**src/hcbp_pkg.sv**
```systemverilog
// Shared constants, codes and types of the code bit packer.
package hcbp_pkg;

  localparam int ALPHABET_SIZE = 256;
  localparam int MAX_CODE_LEN  = 24;
  localparam int QUEUE_DEPTH   = 4;

  localparam int ACT_W  = 2;
  localparam int SYM_W  = 8;
  localparam int CODE_W = 24;
  localparam int LEN_W  = 5;
  localparam int BYTE_W = 8;
  localparam int WIN_W  = 40;
  localparam int TOT_W  = 6;
  localparam int NB_W   = 3;
  localparam int PEND_W = 3;

  localparam logic [ACT_W-1:0] ACT_LOAD   = 2'd0;
  localparam logic [ACT_W-1:0] ACT_ENCODE = 2'd1;
  localparam logic [ACT_W-1:0] ACT_FLUSH  = 2'd2;

  typedef struct packed {
    logic              flush;
    logic [CODE_W-1:0] code;
    logic [LEN_W-1:0]  len;
  } job_t;

  typedef struct packed {
    logic [BYTE_W-1:0] data;
    logic              last;
  } out_t;

  // saturate the length, then clear code bits at or above it
  function automatic logic [LEN_W-1:0] sat_len(logic [LEN_W-1:0] len);
    logic [LEN_W-1:0] res;
    res = len;
    if ({1'b0, len} > (LEN_W+1)'(MAX_CODE_LEN)) begin
      res = LEN_W'(MAX_CODE_LEN);
    end
    return res;
  endfunction

  function automatic logic [CODE_W-1:0] mask_code(logic [CODE_W-1:0] code,
                                                  logic [LEN_W-1:0] len);
    logic [CODE_W-1:0] res;
    res = code;
    if ({1'b0, len} < (LEN_W+1)'(CODE_W)) begin
      res = code & ((CODE_W'(1) << len) - CODE_W'(1));
    end
    return res;
  endfunction

endpackage

```
**src/hcbp_back.sv**
```systemverilog
// Back end: appends codes to the pending bits and sends out completed bytes.
module hcbp_back (
  input  logic           clk_i,
  input  logic           rst_ni,
  input  logic           job_valid_i,
  input  hcbp_pkg::job_t job_i,
  output logic           job_pop_o,
  input  logic           out_full_i,
  output logic           out_push_o,
  output hcbp_pkg::out_t out_o
);

  localparam int WinW  = hcbp_pkg::WIN_W;
  localparam int ByteW = hcbp_pkg::BYTE_W;
  localparam int TotW  = hcbp_pkg::TOT_W;
  localparam int NbW   = hcbp_pkg::NB_W;
  localparam int PendW = hcbp_pkg::PEND_W;
  localparam int LenW  = hcbp_pkg::LEN_W;

  logic [ByteW-1:0] part_q, part_d;
  logic [PendW-1:0] pend_q, pend_d;
  logic [WinW-1:0]  win_q, win_d, window;
  logic [NbW-1:0]   cnt_q, cnt_d, nbytes;
  logic             busy_q, busy_d;
  logic             emit, take;
  logic [LenW-1:0]  len_eff;
  logic [TotW-1:0]  total, shamt;

  assign emit = busy_q && !out_full_i;
  assign take = job_valid_i && (!busy_q || (emit && cnt_q == NbW'(1)));

  // a flush pads the pending bits up to a byte boundary with zeros
  always_comb begin
    len_eff = job_i.len;
    if (job_i.flush) begin
      len_eff = (pend_q == '0) ? '0 : LenW'(ByteW) - LenW'(pend_q);
    end
  end

  assign total  = TotW'(pend_q) + TotW'(len_eff);
  assign shamt  = TotW'(WinW) - total;
  assign window = {part_q, {(WinW-ByteW){1'b0}}} | (WinW'(job_i.code) << shamt);
  assign nbytes = total[TotW-1:PendW];

  always_comb begin
    part_d = part_q;
    pend_d = pend_q;
    win_d  = win_q;
    cnt_d  = cnt_q;
    busy_d = busy_q;
    if (take) begin
      part_d = ByteW'(window >> (TotW'(WinW - ByteW) - {nbytes, {PendW{1'b0}}}));
      pend_d = total[PendW-1:0];
      win_d  = window;
      cnt_d  = nbytes;
      busy_d = (nbytes != '0);
    end else if (emit) begin
      win_d  = win_q << ByteW;
      cnt_d  = cnt_q - NbW'(1);
      busy_d = (cnt_q != NbW'(1));
    end
  end

  always_ff @(posedge clk_i or negedge rst_ni) begin
    if (!rst_ni) begin
      part_q <= '0;
      pend_q <= '0;
      cnt_q  <= '0;
      busy_q <= 1'b0;
    end else begin
      part_q <= part_d;
      pend_q <= pend_d;
      cnt_q  <= cnt_d;
      busy_q <= busy_d;
    end
  end

  always_ff @(posedge clk_i) begin
    win_q <= win_d;
  end

  assign job_pop_o  = take;
  assign out_push_o = emit;
  assign out_o.data = win_q[WinW-1 -: ByteW];
  assign out_o.last = (cnt_q == NbW'(1));

endmodule

```
**config.mk**
```make
export PLATFORM = sky130hd
export DESIGN_NAME = hcbp_back
export DESIGN_NICKNAME = d
export VERILOG_FILES = /design/src/hcbp_pkg.sv /design/src/hcbp_back.sv
export SDC_FILE = /design/constraint.sdc
export NUM_CORES = 1
export LEC_CHECK = 0
export ABC_AREA = 1
export BUFFER_PORTS_ARGS = -buffer_cell sky130_fd_sc_hd__buf_2
export CELL_PAD_IN_SITES_DETAIL_PLACEMENT = 1
export CELL_PAD_IN_SITES_GLOBAL_PLACEMENT = 1
export CORE_MARGIN = 4
export CORE_UTILIZATION = 43
export DETAILED_ROUTE_END_ITERATION = 7
export GPL_TIMING_DRIVEN = 1
export PLACE_DENSITY = 0.79
export SETUP_SLACK_MARGIN = 0.05
export SYNTH_ARGS = -nofsm -noshare
export SYNTH_HDL_FRONTEND = slang
export SYNTH_SLANG_ARGS = --single-unit
```
**constraint.sdc**
```tcl
create_clock -name clk_i -period 4.65 [get_ports clk_i]
set_clock_uncertainty 0.15 [all_clocks]
set_input_delay 0.2325 -clock clk_i [delete_from_list [all_inputs] [get_ports clk_i]]
set_output_delay 0.2325 -clock clk_i [all_outputs]
set_load 0.02 [all_outputs]
```
==> reports/qor.txt <==
Outcome - completed
Cell area after layout - 5690 um2
Fin cells - 1011
Startpoint types - flop
Initial core utilization - 0.448
Routed wire length - 18200 um
Worst setup EP type - flop
Synth Net Count - 894
Chip height - 118 um
Placer Congestion - 0.931
GRT busiest layer - met2
Routed WL per cell - 18.0 um
DR vias/cell - 5.56
Critical path peak fanout - 10
Top-area cell type share of the netlist area - 0.237
Critical Path AT - 4.24 ns
Syn avg cell area - 6.14 um2
Most used cell, CP - nand2_1
Area contributors post-synth - nand2_1 (24%), edfxtp_1 (23%), nand3_1 (11%), dfrtp_1 (7.2%), inv_1 (6.1%)
Clock slew at reported path FFs - 0.08 ns
Core Box Area - 11600 um2
Worst hold path type - in2reg
Global route overflow - 0
Starting DRT DRC Count - 389
DRC - 0
Setup Crit Path Kind - reg2reg
Hold slack - 0.0296 ns
# clock sinks - 55
Flop and latch count out of synthesis - 55
Footprint of the multi-input gates - 3030 um2
Fin crit share - 0.932
Met3 Usage GRT - 0.0312
Fraction of layout cells with a size suffix above 1 - 0.130
Post-place instance area - 5430 um2
Final setup viols - 0
CTS root buffer - clkbuf_16
Met2 Resource Use GR - 0.448
Worst relative slew slack - 0.384
Site Rows - 39
Max_cap viols - 0
Die Area - 13900 um2
Fmax - 231 MHz
Nets - 913
Met1 GRT Util - 0.360
Post-Place Cells - 1000
Critical path's largest stage delay - 0.42 ns
TritonCTS clock tree - yes
Worst-Skew Late Latency - 0.31 ns
Final min period - 4.34 ns
Vias in the first global route - 5703
Setup TNS - 0 ns
CTS max path bufs - 2
Number of fill cells - 1632
Area grow syn2layout - 9.23%
I/O Pins - 45
Final hold vios - 0
Antenna-violating nets left - 0
Drt pass-1 iters - 5
Dpl hpwl - 14000 um
Synthesis Warnings - 0
FF+latch area - 1580 um2
DR vias - 5620
Area leader, netlist - nand2_1
First-pass GRT wire length - 29800 um
Die Width - 118 um
H-tree depth - 2
Cell variety after synth - 31
Max-slew violations - 0
Post-synthesis cell area - 5210 um2
Buffers on Ports - 44
GRT Overall Usage - 0.263
Slew at the pin closest to its max-slew limit - 0.923 ns
Post-synthesis sequential area ratio - 0.303
RSZ-0062 raised after global routing - no
Syn Inst Count - 848
Pin count of the biggest net entering global routing - 55
Initial antenna violation count - 0
Worst EP required - 4.56 ns
TritonCTS Buffers - 5
Slowest-stage cell, CP - dfrtp_1
Diode count - 0
[layout by cell type, fill, tap and decap left out, drive strengths merged, types with 3 or more instances in the layout]
master	synthesis	final
nor3	10	10
dfrtp	15	15
clkbuf	14	5
o21ai	38	38
buf	38	63
edfxtp	40	40
nor4	3	3
nor2	72	72
nand3	122	122
o21a	3	3
ha	11	11
nand2	340	340
a21oi	27	27
inv	90	91
a31oi	19	19
[routing by layer]
| layer | wire length (um) | vias up |
|---|---|---|
| met1 | 8540 | 2742 |
| met4 | 293 | 0 |
| met3 | 572 | 23 |
| met2 | 8760 | 101 |
| li1 | - | 2754 |
| met5 | 0 | - |
[what timing repair did]
| action | CTS | global route |
|---|---|---|
| setup buffers | 0 | 2 |
| resized for setup | 0 | 19 |
| hold buffers | 1 | 0 |
| hold endpoints to repair | 15 | 0 |
| setup endpoints to repair | 0 | 22 |
[area by class of cell]
cell class / instances / area share
clock inverters: 3 / 0.00814
clock buffers: 5 / 0.0220
repair buffers: 64 / 0.0675
flip-flops and latches: 55 / 0.277
multi-input cells: 651 / 0.533
inverters: 90 / 0.0607
well taps: 143 / 0.0315
[synth_stat cells]
library cell  number
inv_1             84
clkbuf_1          14
o21ai_0           32
dfrtp_1           15
buf_4             14
inv_2              6
ha_1              11
buf_6              4
nor2_2             3
nor3_1            10
buf_2             18
buf_1              2
nand3_1          117
a22oi_1            1
a31oi_1           19
fa_1               1
o21a_1             3
a22o_1             1
nand3_2            4
nand4_1            1
nor2_1            65
nor2_4             4
nand2_2            9
nand3_4            1
nor4_1             3
nand2_4            2
a21oi_1           27
nand2_1          329
or2_2              2
o21ai_1            6
edfxtp_1          40
[flip-flops by register name, summed over array words and instances (netlist names)]
| name | flops |
|---|---|
| cnt_q | 3 |
| part_q | 8 |
| busy_q | 1 |
| win_q | 40 |
| pend_q | 3 |
[worst paths after layout]
check,slack [ns],depth (start not counted),start,endpoint
max,0.31,25,pend_q[1],win_q[34]
min,0.03,3,job_valid_i,busy_q
max reg2reg,0.31,25,pend_q[1],win_q[34]
min reg2reg,0.38,2,cnt_q[1],cnt_q[1]
max in group asynchronous,3.82,2,rst_ni,part_q[2]
min in group asynchronous,0.23,2,rst_ni,pend_q[2]
[critical path, delay by kind of cell (launching register included)]
family          cells  cell delay [ns]
simple gates       15             1.86
fa+ha+maj           4             0.82
buf+inv             5             0.56
flops               1             0.42
compound gates      1             0.28
[through the flow]
stage          utilization  setup slack, ns
5_1_grt              0.490           0.0173
3_5_place_dp         0.468            0.182
3_3_place_gp         0.468            0.527
4_1_cts              0.484            0.148
6_report             0.490            0.315
2_1_floorplan            -            0.922
[logic make-up (layout without fill, tap and decap cells)]
kind of cell,after synthesis,after routing,share of synthesized area
fa+ha+maj,12,12,0.0303
buf+inv,142,162,0.123
compound gates,89,89,0.0927
flops,55,55,0.303
simple gates,550,550,0.452
Power is left out: the tool's default activity adds up to more than one toggle a clock period on the data nets, which glitch-free logic cannot reach.
