`config.mk`:
```
export PLATFORM = sky130hd
export DESIGN_NAME = hcbp_fifo
export DESIGN_NICKNAME = d
export VERILOG_FILES = /design/src/hcbp_pkg.sv /design/src/hcbp_fifo.sv
export SDC_FILE = /design/constraint.sdc
export NUM_CORES = 1
export LEC_CHECK = 0
export BUFFER_PORTS_ARGS = -buffer_cell sky130_fd_sc_hd__buf_2
export CAP_MARGIN = 15
export CELL_PAD_IN_SITES_DETAIL_PLACEMENT = 2
export CELL_PAD_IN_SITES_GLOBAL_PLACEMENT = 2
export CORE_ASPECT_RATIO = 0.9
export CORE_MARGIN = 3
export CORE_UTILIZATION = 37
export CTS_CLUSTER_DIAMETER = 150
export DETAILED_ROUTE_END_ITERATION = 8
export PLACE_DENSITY_LB_ADDON = 0.1
export SYNTH_ARGS = -nofsm -noshare
export SYNTH_HDL_FRONTEND = slang
export SYNTH_SLANG_ARGS = --single-unit
```
`constraint.sdc`:
```
create_clock -name clk_i -period 2 [get_ports clk_i]
set_input_delay 0.1 -clock clk_i [delete_from_list [all_inputs] [get_ports clk_i]]
set_output_delay 0.1 -clock clk_i [all_outputs]
set_load 0.02 [all_outputs]
```
`src/hcbp_pkg.sv`:
```
// Shared constants, codes and types of the code bit packer.
package hcbp_pkg;

  localparam int ALPHABET_SIZE = 256;
  localparam int MAX_CODE_LEN  = 24;
  localparam int QUEUE_DEPTH   = 4;

  localparam int ACT_W  = 2;
  localparam int SYM_W  = 8;
  localparam int CODE_W = 24;
  localparam int LEN_W  = 5;
  localparam int BYTE_W = 8;
  localparam int WIN_W  = 40;
  localparam int TOT_W  = 6;
  localparam int NB_W   = 3;
  localparam int PEND_W = 3;

  localparam logic [ACT_W-1:0] ACT_LOAD   = 2'd0;
  localparam logic [ACT_W-1:0] ACT_ENCODE = 2'd1;
  localparam logic [ACT_W-1:0] ACT_FLUSH  = 2'd2;

  typedef struct packed {
    logic              flush;
    logic [CODE_W-1:0] code;
    logic [LEN_W-1:0]  len;
  } job_t;

  typedef struct packed {
    logic [BYTE_W-1:0] data;
    logic              last;
  } out_t;

  // saturate the length, then clear code bits at or above it
  function automatic logic [LEN_W-1:0] sat_len(logic [LEN_W-1:0] len);
    logic [LEN_W-1:0] res;
    res = len;
    if ({1'b0, len} > (LEN_W+1)'(MAX_CODE_LEN)) begin
      res = LEN_W'(MAX_CODE_LEN);
    end
    return res;
  endfunction

  function automatic logic [CODE_W-1:0] mask_code(logic [CODE_W-1:0] code,
                                                  logic [LEN_W-1:0] len);
    logic [CODE_W-1:0] res;
    res = code;
    if ({1'b0, len} < (LEN_W+1)'(CODE_W)) begin
      res = code & ((CODE_W'(1) << len) - CODE_W'(1));
    end
    return res;
  endfunction

endpackage

```
`src/hcbp_fifo.sv`:
```
// Small register queue with occupancy count.
module hcbp_fifo #(
  parameter int WIDTH = 8,
  parameter int DEPTH = hcbp_pkg::QUEUE_DEPTH
) (
  input  logic                       clk_i,
  input  logic                       rst_ni,
  input  logic                       push_i,
  input  logic [WIDTH-1:0]           wdata_i,
  input  logic                       pop_i,
  output logic [WIDTH-1:0]           rdata_o,
  output logic                       empty_o,
  output logic                       full_o,
  output logic [$clog2(DEPTH+1)-1:0] count_o
);

  localparam int PtrW = (DEPTH > 1) ? $clog2(DEPTH) : 1;
  localparam int CntW = $clog2(DEPTH+1);

  logic [WIDTH-1:0] mem_q [DEPTH];
  logic [PtrW-1:0]  wr_ptr_q, wr_ptr_d, rd_ptr_q, rd_ptr_d;
  logic [CntW-1:0]  cnt_q, cnt_d;
  logic             do_push, do_pop;

  assign do_push = push_i && !full_o;
  assign do_pop  = pop_i && !empty_o;

  always_comb begin
    wr_ptr_d = wr_ptr_q;
    rd_ptr_d = rd_ptr_q;
    cnt_d    = cnt_q;
    if (do_push) begin
      wr_ptr_d = (wr_ptr_q == PtrW'(DEPTH-1)) ? '0 : wr_ptr_q + PtrW'(1);
    end
    if (do_pop) begin
      rd_ptr_d = (rd_ptr_q == PtrW'(DEPTH-1)) ? '0 : rd_ptr_q + PtrW'(1);
    end
    if (do_push && !do_pop) begin
      cnt_d = cnt_q + CntW'(1);
    end else if (do_pop && !do_push) begin
      cnt_d = cnt_q - CntW'(1);
    end
  end

  always_ff @(posedge clk_i or negedge rst_ni) begin
    if (!rst_ni) begin
      wr_ptr_q <= '0;
      rd_ptr_q <= '0;
      cnt_q    <= '0;
    end else begin
      wr_ptr_q <= wr_ptr_d;
      rd_ptr_q <= rd_ptr_d;
      cnt_q    <= cnt_d;
    end
  end

  always_ff @(posedge clk_i) begin
    if (do_push) begin
      mem_q[wr_ptr_q] <= wdata_i;
    end
  end

  assign rdata_o = mem_q[rd_ptr_q];
  assign empty_o = (cnt_q == '0);
  assign full_o  = (cnt_q == CntW'(DEPTH));
  assign count_o = cnt_q;

endmodule

```
==> qor.csv, run 1 <==
metric;value;unit
dp.cells;152;
wire_per_inst;18.78;µm
max-slew-margin-rel;67.87;%
insertion_delay;0.29;ns
grt_max_degree;12;
synth.cell_area;0.001607;mm²
grt_pass1_wl;4.788;mm
vias;823;
cts_buffers;5;
die_w;75.46;µm
wl;3.098;mm
rsz0062_at_grt;no;
rrSetupSlack;0.13;ns
dpl_cell_area;0.001819;mm²
hold_viol;0;
antenna_cells;0;
end_kind;flip-flop;
max_freq;534.7;MHz
synth_cells;79;
syn_nets;98;
r2r_end;count_o[2];
reg2regPathDepth;8;
die_area;0.005170;mm²
hp-class;input pin to flip-flop;
crit_buf_inv;1;
crit_path_start;count_o[2];
grt-ovfl-total;0;
path_common_cell;xor2_1;
max_stage_delay;0.46;ns
crit_required;2.21;ns
maxSlewViolCount;0;
clock_sinks;39;
port_buffers;24;
slowest_stage;dfrtp_2;
setup_viol_count_final;0;
dr.first_iter.drc_count;50;
grt_usage;13.37;%
htree_num_levels;2;
place_congestion;0.6543;
viasPerCell;4.988;
cts_root_buf;clkbuf_8;
r2r-start;count_o[2];
critPathArrivalTime;2.08;ns
cts_tree;yes;
ys_seq_area_share;70.72;%
synth.top_cell.area_share;59.81;%
top_level_ports;25;
vdd_ir_drop_max;0.0005549;V
finalSetupTns;0;ns
coreArea;0.004129;mm²
yosysWarnings;0;
die_y;68.51;µm
worst-path-stages;8;
clk_path_buf_depth;2;
crit_chain;nor3b_4 > nor2b_4 > ha_4 > inv_2 > fa_1 > xor2_1 > nor2_1 > xor2_1;
postLayoutCoreUtil;47.91;%
grt_pass1_vias;893;
ys_ff_latch;39;
initial_core_util;38.91;%
cpLargestDelayFamily;adder cells;
power.leakage;0.7608;nW
fin_crit_sh;93.50;%
antenna_found_initial;0;
period_minus_slack;1.870;ns
p_per_area;1541;mW/mm²
ys_types;21;
clk_pin_slew;0.08;ns
start_kind;flip-flop;
syn_to_final_growth;23.13;%
final_area;0.001978;mm²
dp_hpwl;2.175;mm
postRouteAntennaNets;0;
crit_type;flip-flop to flip-flop;
num_rows;22;
synth_top_area_cell;edfxtp_1;
worst_pin_slew;0.4819;ns
drive_gt1_share;48.72;%
drc;0;
first_pass_iters;4;
nets;135;
fin_skew;0.006477;ns
fin_cells;165;
status;completed;
avgSynthCellArea;20.34;µm²
cp_max_fo;5;
endpoint;count_o[2];
drv_cap;0;
synth_area_leaders;edfxtp_1, mux4_2, dfrtp_1, ha_1, mux2_4;
-- power by group --
| group | internal [mW] | switching [mW] |
|---|---|---|
| logic | 0.585 | 0.587 |
| registers | 1.11 | 0.192 |
| clock network | 0.315 | 0.263 |
-- layout make-up --
| class | count | area (µm²) |
|---|---|---|
| clock buffers | 8 | 100.1 |
| fillers | 398 | 2151 |
| inverters | 3 | 11.26 |
| multi-input cells | 35 | 471.7 |
| flip-flops and latches | 39 | 1140 |
| well taps | 48 | 60.06 |
| repair buffers | 32 | 195.2 |
-- routing by layer --
| layer | share of wire [%] | GRT usage [%] |
|---|---|---|
| met3 | 3.8 | 3.623 |
| met1 | 44 | 16.42 |
| met5 | 0 | 0 |
| met4 | 1.8 | 6.550 |
| met2 | 50 | 21.77 |
-- placed cells by master, fill, tap and decap left out, types with 2 or more instances in the layout --
master    count
ha_1          5
inv_1         2
clkbuf_8      7
dfrtp_1       4
xor2_1        2
mux2_4        2
dfrtp_2       3
nor3_1        2
mux4_2        8
nor2_1        3
buf_2        24
and2_1        3
buf_4         6
edfxtp_1     32
-- cells by family (layout without fill, tap and decap cells) --
logic type,after synthesis,in the layout,share of synthesized area [%]
flops,39,39,70.72
compound gates,2,2,1.246
buf+inv,5,43,1.246
fa+ha+maj,7,7,5.919
mux,12,12,14.49
xor+xnor,3,3,1.636
simple gates,11,11,4.751
-- registers in the layout, summed over array words and instances (netlist names) --
name      count
mem_q        32
rd_ptr_q      2
wr_ptr_q      2
count_o       3
-- worst min path at each step --
| stage | startpoint | endpoint | slack (ns) | depth (start not counted) |
|---|---|---|---|---|
| after floorplan | rst_ni | count_o[0] | -0.20 | 0 |
| after global placement | rst_ni | count_o[1] | -0.05 | 1 |
| after detailed placement | rst_ni | count_o[1] | -0.05 | 1 |
| after CTS | wdata_i[3] | mem_q[1][3] | 0.02 | 1 |
| after global routing | wdata_i[3] | mem_q[3][3] | 0.03 | 1 |
| final | wdata_i[3] | mem_q[3][3] | 0.03 | 1 |
-- synthesized netlist by cell type, drive strengths merged --
master  count
o31ai       1
xnor2       1
nor2        3
nor2b       1
mux2        4
ha          6
edfxtp     32
mux4        8
nor3        2
inv         3
nand2       1
nor3b       1
and2        3
xor2        2
fa          1
buf         2
dfrtp       7
a21o        1
-- per-stage QoR --
stage	total power, mW	worst slack [ns]	hold WS, ns
after floorplan	2.038	0.002726	-0.1956
after global placement	2.393	0.07781	-0.04807
after detailed placement	2.443	0.009827	-0.04596
after CTS	3.034	0.01273	0.01696
after global routing	3.262	0.01437	0.02945
final	3.048	0.1299	0.02775
-- timing repair --
action / CTS / global route
hold buffers: 1 / 0
gates cloned: 0 / 0
gates resized for setup: 0 / 2
setup endpoints to repair: 1 / 1
buffers inserted: 1 / 3
hold endpoints to repair: 7 / 0
Power figures use the tool's default switching activity.
==> inputs of run 2 (changes only) <==
- BUFFER_PORTS_ARGS: -buffer_cell sky130_fd_sc_hd__buf_2 -> default
- DONT_BUFFER_PORTS: default -> 1
- MAX_ROUTING_LAYER: default -> met4
- RECOVER_POWER: default -> 100
==> run 2 against run 1 <==
Combinational power fell by 14%. Sequential share of layout area rose by 0.61 points. Worst hold slack improved by 0.089 ns. First-iteration DRC count fell by 38%. Cell area fell by 1.3%. Clock power rose by 31%. Fmax rose by 0.40%. Critical path depth fell by 1.
==> qor.csv, run 2 (synthesized netlist as in run 1, its figures left out) <==
metric;value;unit
status;completed;
antenna_found_initial;0;
syn_to_final_growth;21.57;%
power_frac_seq;41.9;%
crit_chain;o31ai_4 > ha_2 > inv_2 > fa_1 > xor2_1 > nor2_1 > xor2_1;
maxSlewViolCount;0;
htree_num_levels;2;
antenna_cells;0;
clock_sinks;39;
nets;123;
start_kind;flip-flop;
clockPowerShare;24.9;%
wire_per_inst;18.88;µm
layout.cells.most_common;edfxtp_1;
num_rows;22;
grt_pass1_wl;4.547;mm
hold_viol;0;
mostFrequentLayoutCells;edfxtp_1, dlygate4sd3_1, mux4_2;
p_switching;0.9939;mW
reg2regPathDepth;7;
max_freq;536.9;MHz
path_common_cell;xor2_1;
die_w;75.46;µm
crit_required;2.20;ns
fin_skew;0.006809;ns
p_per_area;1559;mW/mm²
die_y;68.51;µm
top_level_ports;25;
cts_buffers;5;
crit_type;flip-flop to flip-flop;
clk_pin_slew;0.08;ns
endpoint;count_o[2];
vias;775;
r2r-start;count_o[1];
final_area;0.001953;mm²
dr.first_iter.drc_count;31;
fin_crit_sh;93.13;%
port_buffers;0;
end_kind;flip-flop;
setup_viol_count_final;0;
fin_cells;153;
finalSetupTns;0;ns
critPathArrivalTime;2.06;ns
regMostFlops;mem_q;
r2r_end;count_o[2];
postLayoutCoreUtil;47.30;%
max-slew-margin-rel;57.69;%
cts_tree;yes;
grt_max_degree;13;
timing.final.ws_setup;0.1373;ns
postRouteAntennaNets;0;
rsz0062_at_grt;no;
drive_gt1_share;29.52;%
hp-class;input pin to flip-flop;
drv_cap;0;
grt_pass1_vias;874;
initial_core_util;38.91;%
coreArea;0.004129;mm²
first_pass_iters;4;
viasPerCell;5.065;
p_comb_share;33.2;%
clk_path_buf_depth;2;
power.leakage;0.7088;nW
cp_max_fo;3;
slowest_stage;dfrtp_1;
place_congestion;0.6631;
cts_root_buf;clkbuf_8;
dp.cells;135;
grt-ovfl-total;0;
crit_path_start;count_o[1];
dp_hpwl;2.032;mm
period_minus_slack;1.863;ns
vdd_ir_drop_max;0.0007203;V
p_int;2.051;mW
drc;0;
total_power;3.044;mW
worst_pin_slew;0.6298;ns
swShare;32.65;%
die_area;0.005170;mm²
insertion_delay;0.28;ns
wl;2.888;mm
grt_usage;13.34;%
rrSetupSlack;0.14;ns
pre_cts_slack;0.07719;ns
whs;0.1166;ns
largest_register_ffs;32;
dpl_cell_area;0.001739;mm²
max_stage_delay;0.46;ns
## run 2: cell types whose count changed in the layout (fill, tap and decap cells not counted), sizes merged
cell | before | now
dlygate4sd3 | 1 | 9
bufinv | 0 | 2
buf | 31 | 4
clkbuf | 8 | 13
## run 2: per-layer routing
layer / vias to the layer above / wire length, µm / global-route usage [%]
met5: - / 0 / -
met4: 0 / 23 / 5.895
met3: 2 / 124 / 4.058
met2: 18 / 1431 / 21.98
met1: 398 / 1308 / 15.01
li1: 357 / - / -
## run 2: timing repair
item,in CTS,in global routing
endpoints found under the hold margin,39,0
setup buffers,0,1
resized for setup,0,1
hold buffers,9,0
endpoints found under the setup margin,0,1
## run 2: power by group through the flow
stage	logic, mW	clock network (mW)	registers, mW
floorplan	0.772	0	1.27
global placement	1.02	0	1.28
detailed placement	1.04	0	1.30
CTS	1.07	0.781	1.28
global route	1.13	0.810	1.30
finish	1.01	0.757	1.28
## run 2: layout make-up
class	count	area [µm²]
timing repair buffer	20	150.1
clock inverter	2	60.06
clock buffer	6	72.57
inverter	3	11.26
fill	395	2176
sequential	39	1137
multi-input combinational	35	461.7
tap	48	60.06
## run 2: worst min path at each step
stage                      start  cells past startpoint  slack [ns]           to
after floorplan           rst_ni                      0       -0.20   count_o[0]
after global placement    rst_ni                      0       -0.20   count_o[2]
after detailed placement  rst_ni                      0       -0.20   count_o[2]
after CTS                  pop_i                      3        0.13  rd_ptr_q[0]
after global routing       pop_i                      3        0.13  rd_ptr_q[0]
final                      pop_i                      3        0.12  rd_ptr_q[0]
## run 2: critical path: cells and delay by family, from the launching register on
family	cells	cell delay [ns]
AO/OA/AOI/OAI	1	0.26
XOR/XNOR	2	0.31
buffers and inverters	1	0.04
flip-flops	1	0.46
AND/OR/NAND/NOR	1	0.12
adder cells (fa/ha/maj)	2	0.60
==> inputs of run 3 (changes only) <==
- clock period: 2 -> 2.2 ns (I/O delays scaled with it)
==> run 3 against run 2 <==
Sequential cell count unchanged. Worst hold slack better by 0.0089 ns. Die area unchanged. Routed wire length down 2.1%. Total power down 18%. Cell count down 3.3%. Critical endpoint is now count_o[1]. Largest power group unchanged. Highest routed layer unchanged.
==> qor.csv, run 3 (synthesized netlist as in run 1, its figures left out) <==
metric;value;unit
max_freq;522.9;MHz
top_layer;met4;
hp-class;input pin to flip-flop;
die_w;75.46;µm
grt_pass1_wl;4.692;mm
htree_num_levels;2;
first_pass_iters;4;
insertion_delay;0.29;ns
dpl_cell_area;0.001703;mm²
coreArea;0.004129;mm²
cts_resized;0;
vias;763;
period_minus_slack;1.912;ns
mostFrequentLayoutCells;edfxtp_1, dlygate4sd3_1, mux4_2;
grt-ovfl-total;0;
final_area;0.001862;mm²
crit_chain;nor3b_4 > nor2b_4 > ha_1 > inv_1 > fa_1 > mux2_2;
die_y;68.51;µm
fin_skew;0.003879;ns
antenna_cells;0;
postLayoutCoreUtil;45.09;%
grt_max_degree;13;
layout.cells.most_common;edfxtp_1;
crit_type;flip-flop to flip-flop;
top_level_ports;25;
cts_buffers;5;
worst_pin_slew;0.8918;ns
vdd_ir_drop_max;0.0006050;V
die_area;0.005170;mm²
power.leakage;0.6689;nW
start_kind;flip-flop;
critPathArrivalTime;2.09;ns
clk_path_buf_depth;2;
drive_gt1_share;24.00;%
num_rows;22;
finalSetupTns;0;ns
cts_tree;yes;
maxSlewViolCount;0;
largest_register_ffs;32;
status;completed;
dp_hpwl;1.963;mm
dr.first_iter.drc_count;44;
drc;0;
wire_per_inst;19.11;µm
initial_core_util;38.91;%
cts_setup_buffers;0;
hold_viol;0;
p_per_area;1344;mW/mm²
postRouteAntennaNets;0;
viasPerCell;5.155;
grt_pass1_vias;919;
end_kind;flip-flop;
met3_length;148;µm
met1_length;1.235;mm
fin_crit_sh;86.92;%
grt_usage;13.64;%
crit_required;2.38;ns
clk_pin_slew;0.07;ns
clock_sinks;39;
cp_max_fo;6;
syn_to_final_growth;15.89;%
route.met2.wl;1.375;mm
cts_root_buf;clkbuf_8;
max_stage_delay;0.47;ns
antenna_found_initial;0;
place_congestion;0.7221;
slowest_stage;dfrtp_1;
wl;2.828;mm
max-slew-margin-rel;40.33;%
regMostFlops;mem_q;
nets;118;
drv_cap;0;
port_buffers;0;
rsz0062_at_grt;no;
setup_viol_count_final;0;
## run 3: what timing repair did
item                                   CTS  global route
endpoints found under the hold margin   39             0
hold buffers                             9             0
setup endpoints to repair                0             0
## run 3: final timing paths
kind | end | from | cells after the start | slack [ns]
worst min-delay path | rd_ptr_q[0] | pop_i | 3 | 0.13
worst min register to register | wr_ptr_q[1] | wr_ptr_q[1] | 1 | 0.59
worst max register to register | count_o[1] | count_o[1] | 6 | 0.29
worst max-delay path | count_o[1] | count_o[1] | 6 | 0.29
min in group asynchronous | count_o[1] | rst_ni | 1 | 0.16
max in group asynchronous | wr_ptr_q[1] | rst_ni | 1 | 1.79
## run 3: through the flow
step | power [mW] | hold slack (ns) | setup WS, ns | std cells
floorplan | 1.843 | -0.1856 | 0.09258 | 79
global placement | 2.071 | -0.1854 | 0.2862 | 131
detailed placement | 2.100 | -0.1854 | 0.2599 | 131
CTS | 2.589 | 0.1206 | 0.2453 | 148
global route | 2.680 | 0.1635 | 0.09086 | 148
finish | 2.503 | 0.1256 | 0.2877 | 148
## run 3: final cells by class
cell class	count	area, µm²
Multi-Input combinational cell	35	450.4
Tap cell	48	60.06
Clock inverter	3	15.01
Clock buffer	5	68.82
Inverter	3	11.26
Fill cell	390	2267
Timing Repair Buffer	15	120.1
Sequential cell	39	1136
## run 3: worst max-delay path: cells and delay by family (launching register included)
kind                     cells  cell delay, ns
adder cells (fa/ha/maj)      2            0.64
flip-flops                   1            0.47
AND/OR/NAND/NOR              2            0.34
multiplexers                 1            0.27
buffers and inverters        1            0.07
## run 3: routing by layer
layer / vias up / track usage, %
met3: 7 / 4.638
li1: 345 / -
met1: 393 / 15.17
met5: - / -
met4: 0 / 7.205
met2: 18 / 21.77
## run 3: power breakdown
group	switching, mW	internal [mW]
registers	0.178	1.00
logic	0.483	0.381
clock network	0.244	0.217
